### src/hdl/ssfm_pkg.sv
// Package for the subset sum first mask search unit.
// Holds sizes, the state type and the store word layout; no dependencies.
`timescale 1ns / 1ps

package ssfm_pkg;

    localparam int MAX_ITEMS = 15;
    localparam int IDX_W     = (MAX_ITEMS > 1) ? $clog2(MAX_ITEMS) : 1;
    localparam int CNT_W     = $clog2(MAX_ITEMS + 1);
    localparam int VAL_W     = 8;
    localparam int MASK_W    = 15;
    localparam int WORD_W    = VAL_W + 1;

    typedef enum logic [2:0] {
        S_LOAD   = 3'b001,
        S_SEARCH = 3'b010,
        S_DRAIN  = 3'b100
    } t_state;

endpackage

### src/hdl/ssfm_ram.sv
// Generic single write, single read RAM with a registered read port.
// Stands alone; used for the item store of the search unit.
`timescale 1ns / 1ps

module ssfm_ram #(
    parameter int WIDTH = 8,
    parameter int DEPTH = 16
) (
    input  logic                                       i_clk,
    input  logic                                       i_we,
    input  logic [((DEPTH > 1) ? $clog2(DEPTH) : 1)-1:0] i_wr_addr,
    input  logic [WIDTH-1:0]                           i_wr_data,
    input  logic [((DEPTH > 1) ? $clog2(DEPTH) : 1)-1:0] i_rd_addr,
    output logic [WIDTH-1:0]                           o_rd_data
);

    logic [WIDTH-1:0] r_mem [DEPTH];

    always_ff @(posedge i_clk) begin
        if (i_we) begin
            r_mem[i_wr_addr] <= i_wr_data;
        end
        o_rd_data <= r_mem[i_rd_addr];
    end

endmodule

### src/hdl/subset_sum_first_mask_search_unit.sv
// Top level of the subset sum first mask search unit.
// Depends on ssfm_pkg and ssfm_ram (item store).
`timescale 1ns / 1ps

// Usage:
// Items enter on the command channel: an item is taken at a rising edge with
// start high and busy low. Each item carries a value and a flag; the item with
// i_last high also carries the target sum and the need-flagged bit, and ends
// the set. Items are stored in a 15-entry RAM, one per cycle.
// After the last item the unit walks the nonzero masks in ascending order,
// stopping at the first hit. Each mask takes one RAM read per stored item;
// the walk is bounded by the single RAM read port.
// A zero target or more than 15 items gives not found in the cycle after the
// last item is taken, without a search. busy stays high while the walk runs.
// The result is on o_found and o_mask for one cycle with o_done high; the
// receiver cannot hold it off. A new item may be taken in that same cycle.
// Reset empties the set and returns to loading; store contents stay.

module subset_sum_first_mask_search_unit (
    input  logic                        i_clk,
    input  logic                        i_rst_n,
    input  logic                        start,
    output logic                        busy,
    input  logic [ssfm_pkg::VAL_W-1:0]  i_value,
    input  logic                        i_flagged,
    input  logic [ssfm_pkg::VAL_W-1:0]  i_target_sum,
    input  logic                        i_need_flagged,
    input  logic                        i_last,
    output logic                        o_done,
    output logic                        o_found,
    output logic [ssfm_pkg::MASK_W-1:0] o_mask
);

    import ssfm_pkg::*;

    t_state              r_state, n_state;
    logic [CNT_W-1:0]    r_count, n_count;
    logic                r_ovf, n_ovf;
    logic [IDX_W-1:0]    r_rd_idx, n_rd_idx;
    logic [MASK_W-1:0]   r_mask, n_mask;
    logic [MASK_W-1:0]   r_top, n_top;
    logic [VAL_W-1:0]    r_target, n_target;
    logic                r_need, n_need;
    logic [VAL_W-1:0]    r_sum, n_sum;
    logic                r_flag, n_flag;
    logic                r_p_valid, n_p_valid;
    logic                r_p_sel, n_p_sel;
    logic                r_p_end, n_p_end;
    logic [MASK_W-1:0]   r_p_mask, n_p_mask;
    logic                r_done, n_done;
    logic                r_found, n_found;
    logic [MASK_W-1:0]   r_out_mask, n_out_mask;

    logic                w_accept;
    logic                w_room;
    logic [CNT_W-1:0]    w_count_new;
    logic                w_ovf_new;
    logic [MASK_W-1:0]   w_top_full;
    logic                w_issue_end;
    logic [WORD_W-1:0]   w_rd_data;
    logic [VAL_W-1:0]    w_acc_sum;
    logic                w_acc_flag;
    logic                w_hit;

    assign busy     = (r_state != S_LOAD);
    assign w_accept = start && !busy;
    assign w_room   = (r_count < CNT_W'(MAX_ITEMS));

    ssfm_ram #(
        .WIDTH (WORD_W),
        .DEPTH (MAX_ITEMS)
    ) u_store (
        .i_clk     (i_clk),
        .i_we      (w_accept && w_room),
        .i_wr_addr (r_count[IDX_W-1:0]),
        .i_wr_data ({i_flagged, i_value}),
        .i_rd_addr (r_rd_idx),
        .o_rd_data (w_rd_data)
    );

    assign w_count_new = w_room ? (r_count + CNT_W'(1)) : r_count;
    assign w_ovf_new   = r_ovf || !w_room;
    assign w_top_full  = ~({MASK_W{1'b1}} << w_count_new);
    assign w_issue_end = (CNT_W'(r_rd_idx) == (r_count - CNT_W'(1)));

    assign w_acc_sum  = r_sum + (r_p_sel ? w_rd_data[VAL_W-1:0] : VAL_W'(0));
    assign w_acc_flag = r_flag || (r_p_sel && w_rd_data[VAL_W]);
    assign w_hit      = (w_acc_sum == r_target) && (!r_need || w_acc_flag);

    always_comb begin
        n_state    = r_state;
        n_count    = r_count;
        n_ovf      = r_ovf;
        n_rd_idx   = r_rd_idx;
        n_mask     = r_mask;
        n_top      = r_top;
        n_target   = r_target;
        n_need     = r_need;
        n_sum      = r_sum;
        n_flag     = r_flag;
        n_p_valid  = 1'b0;
        n_p_sel    = r_mask[r_rd_idx];
        n_p_end    = w_issue_end;
        n_p_mask   = r_mask;
        n_done     = 1'b0;
        n_found    = r_found;
        n_out_mask = r_out_mask;

        case (r_state)
            S_LOAD: begin
                if (w_accept) begin
                    n_count = w_count_new;
                    n_ovf   = w_ovf_new;
                    if (i_last) begin
                        n_target = i_target_sum;
                        n_need   = i_need_flagged;
                        n_top    = w_top_full;
                        n_mask   = MASK_W'(1);
                        n_rd_idx = '0;
                        n_sum    = '0;
                        n_flag   = 1'b0;
                        n_ovf    = 1'b0;
                        if (w_ovf_new || (i_target_sum == VAL_W'(0))) begin
                            n_done     = 1'b1;
                            n_found    = 1'b0;
                            n_out_mask = '0;
                            n_count    = '0;
                        end else begin
                            n_state = S_SEARCH;
                        end
                    end
                end
            end
            S_SEARCH, S_DRAIN: begin
                if (r_state == S_SEARCH) begin
                    n_p_valid = 1'b1;
                    if (w_issue_end) begin
                        if (r_mask == r_top) begin
                            n_state = S_DRAIN;
                        end else begin
                            n_mask   = r_mask + MASK_W'(1);
                            n_rd_idx = '0;
                        end
                    end else begin
                        n_rd_idx = r_rd_idx + IDX_W'(1);
                    end
                end
                if (r_p_valid) begin
                    n_sum  = w_acc_sum;
                    n_flag = w_acc_flag;
                    if (r_p_end) begin
                        n_sum  = '0;
                        n_flag = 1'b0;
                        if (w_hit || (r_state == S_DRAIN)) begin
                            n_done     = 1'b1;
                            n_found    = w_hit;
                            n_out_mask = w_hit ? r_p_mask : '0;
                            n_state    = S_LOAD;
                            n_p_valid  = 1'b0;
                            n_count    = '0;
                        end
                    end
                end
            end
            default: begin
                n_state = S_LOAD;
                n_count = '0;
                n_ovf   = 1'b0;
            end
        endcase
    end

    always_ff @(posedge i_clk) begin
        if (!i_rst_n) begin
            r_state   <= S_LOAD;
            r_count   <= '0;
            r_ovf     <= 1'b0;
            r_p_valid <= 1'b0;
            r_done    <= 1'b0;
        end else begin
            r_state   <= n_state;
            r_count   <= n_count;
            r_ovf     <= n_ovf;
            r_p_valid <= n_p_valid;
            r_done    <= n_done;
        end
    end

    always_ff @(posedge i_clk) begin
        r_rd_idx   <= n_rd_idx;
        r_mask     <= n_mask;
        r_top      <= n_top;
        r_target   <= n_target;
        r_need     <= n_need;
        r_sum      <= n_sum;
        r_flag     <= n_flag;
        r_p_sel    <= n_p_sel;
        r_p_end    <= n_p_end;
        r_p_mask   <= n_p_mask;
        r_found    <= n_found;
        r_out_mask <= n_out_mask;
    end

    assign o_done  = r_done;
    assign o_found = r_found;
    assign o_mask  = r_out_mask;

endmodule
### config.mk
export PLATFORM = sky130hd
export DESIGN_NAME = subset_sum_first_mask_search_unit
export DESIGN_NICKNAME = d
export VERILOG_FILES = /design/src/hdl/ssfm_pkg.sv /design/src/hdl/ssfm_ram.sv /design/src/hdl/subset_sum_first_mask_search_unit.sv
export SDC_FILE = /design/constraint.sdc
export NUM_CORES = 1
export LEC_CHECK = 0
export BUFFER_PORTS_ARGS = -buffer_cell sky130_fd_sc_hd__buf_2
export CAP_MARGIN = 10
export CORE_UTILIZATION = 42
export DETAILED_ROUTE_END_ITERATION = 7
export HOLD_SLACK_MARGIN = 0.02
export PLACE_DENSITY_LB_ADDON = 0.25
export SLEW_MARGIN = 20
export SYNTH_ARGS = -nofsm -noshare
export SYNTH_HDL_FRONTEND = slang
export SYNTH_SLANG_ARGS = --single-unit
### constraint.sdc
create_clock -name i_clk -period 4.5 [get_ports i_clk]
set_input_delay 0.45 -clock i_clk [delete_from_list [all_inputs] [get_ports i_clk]]
set_output_delay 0.45 -clock i_clk [all_outputs]
set_load 0.1 [all_outputs]
==> results.yml, run 1 <==
layout:
  synthToLayoutAreaGrowth_pct: 13.2
  final_util_pct: 48.8
  finalNetCount: 743
  drive_gt1_share_pct: 20.9
  n_antenna_cell: 0
routing:
  drt-vias-per-instance: 5.31
  routedWlPerCell_um: 19.0
  drt_iter0_markers: 417
  dr.pass1.iters: 4
  drt-total-wl_mm: 19.8
  via_count: 5534
  postRouteAntennaNets: 0
  drc: 0
yosys:
  synthArstFlopShare_pct: 0
  synth_cell_type_count: 62
  synth-compound-area-share_pct: 4.93
  synthCells: 664
  syn_nets: 701
  synth-simple-area-share_pct: 9.55
  synth_top_family_by_area: "multiplexers"
  avgSynthCellArea_sq_um: 15.3
  yosys_warnings: 0
  synth_edf_count: 203
  yosys.area_share.adder_pct: 1.92
  synth_top_area_cell: "edfxtp_1"
  seq_area_frac_synth_pct: 67.0
  synth_top_area_share_pct: 59.9
  synthFlopType: "edfxtp_1"
  synthXorXnorAreaFrac_pct: 4.89
  synth-seq-cells: 239
  yosys-top-cells-area: "edfxtp_1 (60%), mux4_2 (8.8%), dfxtp_1 (7.1%)"
  syn_area_sq_um: 10200
  synth_mux_area_share_pct: 9.93
worst_setup_path:
  crit_arrival_ps: 3520
  required_ps: 4720
  worstSetupPathType: "flop to flop"
  critPathMaxFanout: 16
  critPathLaunchType: "flop"
  critPathCaptureType: "flop"
global_routing:
  gr-total-overflow: 0
  grt.total_usage_pct: 16.8
  grt_pass1_wl_mm: 31.4
  first_global_vias: 5581
  grt_max_degree: 47
  antenna_found_initial: 0
clocking:
  htree_levels: 1
  cts.path.max_buffers: 3
  cts_sinks: 239
  cts_buffers: 25
  clk_latency_ps: 520
  root_buffer: "clkbuf_16"
  cts_tree: "built"
  clk_pin_slew_worst_paths_ps: 60
  post-cts-setup-buffers: 0
  cts.repair.resized: 0
  cts_hold_buf: 0
placement:
  place_congestion: 0.866
  hpwl_mm: 13.0
  place_ws_ps: 1220
  port_buffers: 39
sta:
  finalCriticalPeriod_ps: 3300
  relSlewSlack_pct: 27.4
  hold_viol: 0
  worst_slew_pin_slew_ps: 1080
  period_share_pct: 73.3
  slew_viol_final: 0
  finClkSkew_ps: 8.55
  rsz0062_at_grt: "false"
  fin_ws_ps: 1200
  timing.fmax_mhz: 303
  setup_viol: 0
  tns_ps: 0
floorplan:
  pin_count: 40
  rows: 56
  die_y_um: 158
  start_util_pct: 43.1
  coreArea_sq_um: 23600
  dieArea_sq_um: 24900
  die_x_um: 158
run_status:
  outcome: "complete, no violations"
power_and_ir_drop:
  p_leak_nw: 3.96
  irDropWorstVdd_mv: 0.318
  p_per_area_nw_per_um2: 494
min_path:
  holdCritPathClass: "input pin to flop"
job:
  maxCapViolations: 0
metal layers:
layer	up-vias	share of wire, %	track usage, %
met1	2754	46	23.4
met2	147	46	26.1
li1	2589	-	-
met3	44	4.6	3.18
met4	0	3.5	6.61
met5	-	0	0
state kept, by name, summed over array words and instances, names as in the netlist, 3 cells and up:
signal             cells
u_store.r_mem        135
o_mask                15
u_store.o_rd_data      9
r_sum                  8
r_target               8
r_state                3
r_rd_idx               4
r_p_mask              15
r_top                 15
r_count                4
n_p_mask              15
area by class of cell:
type / instances / area [sq um]
sequential: 239 / 6820
clock inverter: 15 / 135
multi-input combinational: 381 / 3210
inverter: 15 / 56.3
clock buffer: 30 / 666
tap: 319 / 399
timing repair buffer: 44 / 245
fill: 2043 / 12100
power breakdown:
part           leakage, nW  total [mW]  internal [mW]  switching, mW
clock network        0.383        2.00           1.17          0.833
logic                 1.41        1.02          0.370          0.654
registers             2.16        2.67           2.57         0.0984
total                 3.96        5.70           4.11           1.59
cell families after synthesis:
| kind of cell | count (synthesis) |
|---|---|
| flip-flops | 239 |
| AND/OR/NAND/NOR | 194 |
| AO/OA/AOI/OAI | 69 |
| XOR/XNOR | 52 |
| multiplexers | 51 |
| buffers and inverters | 44 |
| adder cells (fa/ha/maj) | 15 |
final timing paths:
path                                    from                      end  slack [ps]  cells past startpoint
setup / recovery             r_p_sel$_DFF_P_  o_mask[8]$_SDFFCE_PN0P_        1200                     13
hold / removal                i_need_flagged         r_need$_DFFE_PP_         100                      1
setup reg to reg             r_p_sel$_DFF_P_  o_mask[8]$_SDFFCE_PN0P_        1200                     13
hold reg to reg   n_p_mask[11]$_SDFFCE_PP0P_     r_p_mask[11]$_DFF_P_         490                      0
synthesized netlist by cell type, types with 2 or more instances:
cell	number
edfxtp_1	203
nor2_1	57
mux4_2	40
nand2_1	39
dfxtp_1	36
xor2_1	33
o21ai_0	24
and2_1	23
nand3_1	22
clkbuf_1	18
a21oi_1	17
xnor2_1	16
inv_1	15
ha_1	14
nor3_1	12
mux2i_1	11
nand2b_1	6
nand4_1	6
and3_1	5
buf_2	5
nor2b_1	5
nor4_1	5
a21oi_2	3
a31oi_1	3
buf_1	3
a31o_2	2
buf_4	2
nor4_2	2
o2bb2ai_1	2
or2_2	2
xnor3_1	2
critical path: stages (launching register included):
cell       delay [ps]
dfxtp_1           450
and2_1            170
ha_1              160
inv_1              60
fa_1              430
xor2_1            190
a211oi_1          240
o211ai_1          180
nor4_2            260
o2111ai_2         190
nand2_2           130
o211ai_2          140
nor2b_1           140
buf_4             240
cells in the final DEF, fill, tap and decap left out, types with 5 or more instances in the layout:
master	netlist	final
edfxtp_1	203	203
mux4_2	40	40
clkinv_2	0	5
o21ai_0	24	24
nor2b_1	5	5
nor3_1	12	8
and3_1	5	5
nor2_1	57	56
nor4_1	5	5
nor3_2	1	5
ha_1	14	14
inv_1	15	15
clkbuf_16	0	26
nand3_1	22	22
xor2_1	33	33
xnor2_1	16	16
nand2b_1	6	6
and2_1	23	23
nand4_1	6	6
buf_2	5	39
mux2i_1	11	11
a21oi_1	17	16
dfxtp_1	36	36
nand2_1	39	39
stage by stage:
| step | instances | hold slack, ps | area [sq um] | power, mW |
|---|---|---|---|---|
| 5_1_grt | 1043 | 85.6 | 11500 | 5.92 |
| 3_3_place_gp | 998 | 458 | 10700 | 3.72 |
| 2_1_floorplan | 664 | 405 | 10200 | 3.50 |
| 3_5_place_dp | 998 | 465 | 10700 | 3.74 |
| 6_report | 1043 | 103 | 11500 | 5.70 |
| 4_1_cts | 1043 | 84.4 | 11500 | 5.74 |
(Power assumes the default switching activity.)
==> run 2, diff against run 1 <==
clock period = 3 ns   (was 4.5 ns; I/O delays follow)
==> results.yml, run 2 (synthesized netlist as in run 1, its figures left out) <==
sta:
  timing.hold.ws_ps: 104
  relSlewSlack_pct: 63.4
  setup_viol: 0
  fin_ws_ps: 90.1
  timing.fmax_mhz: 344
  finalCriticalPeriod_ps: 2910
  slew_viol_final: 0
  hold_viol: 0
  tns_ps: 0
  worst_slew_pin_slew_ps: 549
  finClkSkew_ps: 9.09
  period_share_pct: 97.0
  rsz0062_at_grt: "true"
floorplan:
  dieArea_sq_um: 24900
  die_x_um: 158
  rows: 56
  start_util_pct: 43.1
  die_y_um: 158
  coreArea_sq_um: 23600
  pin_count: 40
placement:
  place_inst: 1041
  port_buffers: 39
  hpwl_mm: 14.0
  place_ws_ps: 21.8
  place_congestion: 0.850
clocking:
  cts_buffers: 26
  htree_levels: 1
  clk_latency_ps: 520
  cts_sinks: 239
  cts_tree: "built"
  root_buffer: "clkbuf_16"
  cts.path.max_buffers: 3
  clk_pin_slew_worst_paths_ps: 60
layout:
  n_fill_cell: 1972
  largest_reg_flops: 135
  drive_gt1_share_pct: 26.8
  layout_commonest_cell: "edfxtp_1"
  finalNetCount: 800
  synthToLayoutAreaGrowth_pct: 19.8
  regArea_sq_um: 6820
  instances_no_fill: 1102
  regMostFlops: "u_store.r_mem"
  n_antenna_cell: 0
  final_cell_mix: "edfxtp_1 (203), nor2_1 (56), buf_4 (48), mux4_2 (40)"
  multi_input_area_sq_um: 3260
global_routing:
  grt_pass1_wl_mm: 32.3
  grt_max_degree: 26
  antenna_found_initial: 0
  gr-total-overflow: 0
  grt.total_usage_pct: 17.2
  first_global_vias: 5945
worst_setup_path:
  critPathMaxFanout: 8
  cp_slowest_stage_delay_ps: 440
  crit_arrival_ps: 3150
  startpoint: "r_p_sel$_DFF_P_"
  critPathCaptureType: "flop"
  cp.buffers_inverters: 2
  crit_chain: "and2_4, ha_4, inv_2, fa_2, xnor2_1, a211oi_1, o211ai_1, nor4_2, o2111ai_2, nand2_2, o211ai_4, nor2b_4, clkbuf_16"
  critPathLaunchType: "flop"
  worstSetupPathType: "flop to flop"
  cp_slowest_cell: "fa_2"
  required_ps: 3240
  r2r-start: "r_p_sel$_DFF_P_"
  crit_family: "simple AND/OR/NAND/NOR gates"
routing:
  routedWlPerCell_um: 18.8
  drt_iter0_markers: 353
  drt-vias-per-instance: 5.26
  drc: 0
  drt-total-wl_mm: 20.7
  via_count: 5798
  postRouteAntennaNets: 0
  dr.pass1.iters: 5
power_and_ir_drop:
  irDropWorstVdd_mv: 0.418
  p_leak_nw: 4.32
  p_per_area_nw_per_um2: 745
min_path:
  holdCritPathClass: "input pin to flop"
  hp-start: "i_rst_n"
run_status:
  outcome: "complete, no violations"
job:
  maxCapViolations: 0
## run 2: cell type report
type	instances	area share, %
inverter	15	0.462
timing repair buffer	100	5.99
clock buffer	35	6.65
tap	319	3.27
sequential	239	55.9
clock inverter	13	1.03
multi-input combinational	381	26.7
## run 2: worst paths after layout
path / depth (start not counted) / slack [ps] / to
min: 3 / 100 / o_done$_SDFF_PN0_
min reg2reg: 0 / 490 / r_p_mask[11]$_DFF_P_
max reg2reg: 13 / 90 / o_found$_SDFFCE_PP0P_
max: 13 / 90 / o_found$_SDFFCE_PP0P_
## run 2: worst reg2reg max path: stages (launching register included)
cell and delay (ps):
dfxtp_2 320, and2_4 140, ha_4 150, inv_2 50, fa_2 440, xnor2_1 140
a211oi_1 170, o211ai_1 150, nor4_2 190, o2111ai_2 230, nand2_2 170, o211ai_4 100
nor2b_4 200, clkbuf_16 180
## run 2: power by group
group	switching [mW]	internal [mW]
Clock	1.27	2.07
Combinational	1.06	0.709
Sequential	0.109	3.86
## run 2: per-stage QoR
step	power [mW]	area, sq um	util [%]
after floorplan	5.26	10200	-
after global placement	5.65	11100	46.8
after detailed placement	5.69	11100	46.8
after CTS	9.06	12100	51.2
after global routing	9.44	12200	51.6
final	9.08	12200	51.6
## run 2: per-layer routing
layer / track usage [%] / vias to the layer above / share of wire [%]
li1: - / 2701 / -
met1: 22.9 / 2892 / 44
met2: 28.4 / 167 / 48
met3: 3.48 / 38 / 5.3
met4: 5.55 / 0 / 2.3
met5: 0 / - / 0
## run 2: what timing repair did
item	CTS	global route
endpoints found under the hold margin	9	0
gates resized for setup	0	13
setup buffers	0	3
setup endpoints to repair	0	16
hold buffers	9	0
==> run 3, diff against run 2 <==
ABC_AREA = 1   (was default)
==> results.yml, run 3 <==
floorplan:
  pin_count: 40
  die_x_um: 158
  rows: 56
  coreArea_sq_um: 23600
  dieArea_sq_um: 24800
  start_util_pct: 43.0
  die_y_um: 158
worst_setup_path:
  critPathLaunchType: "flop"
  critPathMaxFanout: 8
  crit_arrival_ps: 2950
  required_ps: 3230
  critPathCaptureType: "flop"
  worstSetupPathType: "flop to flop"
power_and_ir_drop:
  p_int_mw: 6.66
  p_leak_nw: 4.51
  irDropWorstVdd_mv: 0.479
  p_per_area_nw_per_um2: 842
  combPwrFrac_pct: 26.7
  seqPwrFrac_pct: 43.1
  switching_share_pct: 33.3
  power.share.clock_pct: 30.3
  power.switching_mw: 3.33
placement:
  place_ws_ps: 197
  hpwl_mm: 14.7
  placed_cell_area_sq_um: 10900
  port_buffers: 39
  place_congestion: 0.844
layout:
  largest_reg_flops: 135
  regMostFlops: "u_store.r_mem"
  finalNetCount: 1008
  n_fill_cell: 2091
  n_antenna_cell: 0
  synthToLayoutAreaGrowth_pct: 16.6
  layout_commonest_cell: "edfxtp_1"
  fin_area_sq_um: 11900
  final_cell_mix: "edfxtp_1 (203), nand2_1 (127), inv_1 (98), nor2_1 (94), o21ai_0 (61)"
  final_util_pct: 50.2
  drive_gt1_share_pct: 15.7
clocking:
  cts_sinks: 239
  clk_latency_ps: 530
  clk_pin_slew_worst_paths_ps: 60
  root_buffer: "clkbuf_16"
  cts.path.max_buffers: 3
  cts_tree: "built"
  cts_buffers: 26
  htree_levels: 1
yosys:
  synth-seq-cells: 239
  yosys_warnings: 0
  synth_top_area_share_pct: 60.0
  syn_area_sq_um: 10200
  synthXorXnorAreaFrac_pct: 1.98
  syn_nets: 927
  seq_area_frac_synth_pct: 67.1
  synthCells: 890
  synth_edf_count: 203
  avgSynthCellArea_sq_um: 11.4
  synth_common_cells: "edfxtp_1 (203), nand2_1 (128), inv_1 (98)"
  synthArstFlopShare_pct: 0
  synth-simple-area-share_pct: 14.0
  synth_top_area_cell: "edfxtp_1"
  yosys.area_share.adder_pct: 1.92
  synth_most_common_cell: "edfxtp_1"
  synth-compound-area-share_pct: 9.92
  synthFlopType: "edfxtp_1"
  synth_cell_type_count: 41
  yosys-top-cells-area: "edfxtp_1 (60%), dfxtp_1 (7.1%), nand2_1 (4.7%)"
  synth_mux_area_share_pct: 0
  synth_top_family_by_area: "simple AND/OR/NAND/NOR gates"
global_routing:
  grt_max_degree: 38
  grt.total_usage_pct: 18.7
  grt_pass1_wl_mm: 35.2
  antenna_found_initial: 0
  first_global_vias: 6369
  gr-total-overflow: 0
sta:
  slew_viol_final: 0
  timing.fmax_mhz: 369
  period_share_pct: 90.4
  setup_viol: 0
  rsz0062_at_grt: "false"
  finalCriticalPeriod_ps: 2710
  fin_ws_ps: 287
  tns_ps: 0
  finClkSkew_ps: 10.3
  timing.hold.ws_ps: 52.5
  hold_viol: 0
  relSlewSlack_pct: 58.1
  worst_slew_pin_slew_ps: 623
routing:
  routedWlPerCell_um: 17.2
  drt-vias-per-instance: 5.12
  drt-total-wl_mm: 22.5
  via_count: 6694
  postRouteAntennaNets: 0
  dr.pass1.iters: 5
  drc: 0
  drt_iter0_markers: 511
min_path:
  holdCritPathClass: "input pin to flop"
run_status:
  outcome: "complete, no violations"
job:
  maxCapViolations: 0
## run 3: final cells by class
class	count	area (sq um)	area share [%]
repair buffers	86	591	4.98
multi-input cells	517	2860	24.1
well taps	319	399	3.37
clock inverters	13	131	1.11
flip-flops and latches	239	6820	57.5
inverters	101	379	3.20
clock buffers	33	677	5.71
## run 3: routing by layer
layer,up-vias,routed length (um),global-route usage (%)
met2,215,10300,30.0
li1,3285,-,-
met3,29,1450,3.53
met1,3165,10300,26.3
met4,0,431,4.44
met5,-,0,0.207
## run 3: logic make-up (layout without fill, tap and decap cells)
group,Yosys count,after routing
adders and majority gates,15,15
and+or+nand+nor,318,318
xor gates and xnor gates,23,23
DFF,239,239
AOI/OAI and AO/OA,161,161
buffers and inverters,134,233
## run 3: metrics by stage
step                std cells  power [mW]
floorplan                 890        6.22
global placement         1251        6.94
detailed placement       1251        6.98
CTS                      1306        10.0
global route             1308        10.5
finish                   1308        9.98
## run 3: critical path, stage by stage, from the launching register on
cell and delay, ps:
dfxtp_1 320, nand2_1 50, inv_1 50, ha_1 150
inv_1 60, fa_2 540, nand2_1 60, nand2_1 50
nand3_1 70, nor2_1 110, nand2_1 60, nor2_1 80
nand2_1 60, nor2_1 120, nand2_2 100, nand3_4 90
nand3_4 120, nor2_4 180, buf_6 160
## run 3: power by group through the flow
stage               sequential [mW]  clock, mW  combinational, mW
finish                         4.30       3.02               2.66
global placement               4.37          0               2.57
detailed placement             4.37          0               2.61
CTS                            4.31       3.09               2.64
floorplan                      4.60          0               1.62
global route                   4.35       3.22               2.97
## run 3: what timing repair did
| item | in CTS | in global routing |
|---|---|---|
| gates resized for setup | 0 | 8 |
| hold endpoints to repair | 9 | 0 |
| endpoints found under the setup margin | 0 | 16 |
| hold buffers | 9 | 0 |
| buffers inserted | 0 | 1 |
## run 3: final timing paths
check | startpoint | to | slack, ps | depth (start not counted)
max | r_p_sel$_DFF_P_ | o_mask[12]$_SDFFCE_PN0P_ | 290 | 18
min | i_rst_n | r_state[0]$_SDFFE_PN1P_ | 50 | 2
max reg2reg | r_p_sel$_DFF_P_ | o_mask[12]$_SDFFCE_PN0P_ | 290 | 18
min reg2reg | n_p_mask[8]$_SDFFCE_PP0P_ | r_p_mask[8]$_DFF_P_ | 450 | 0
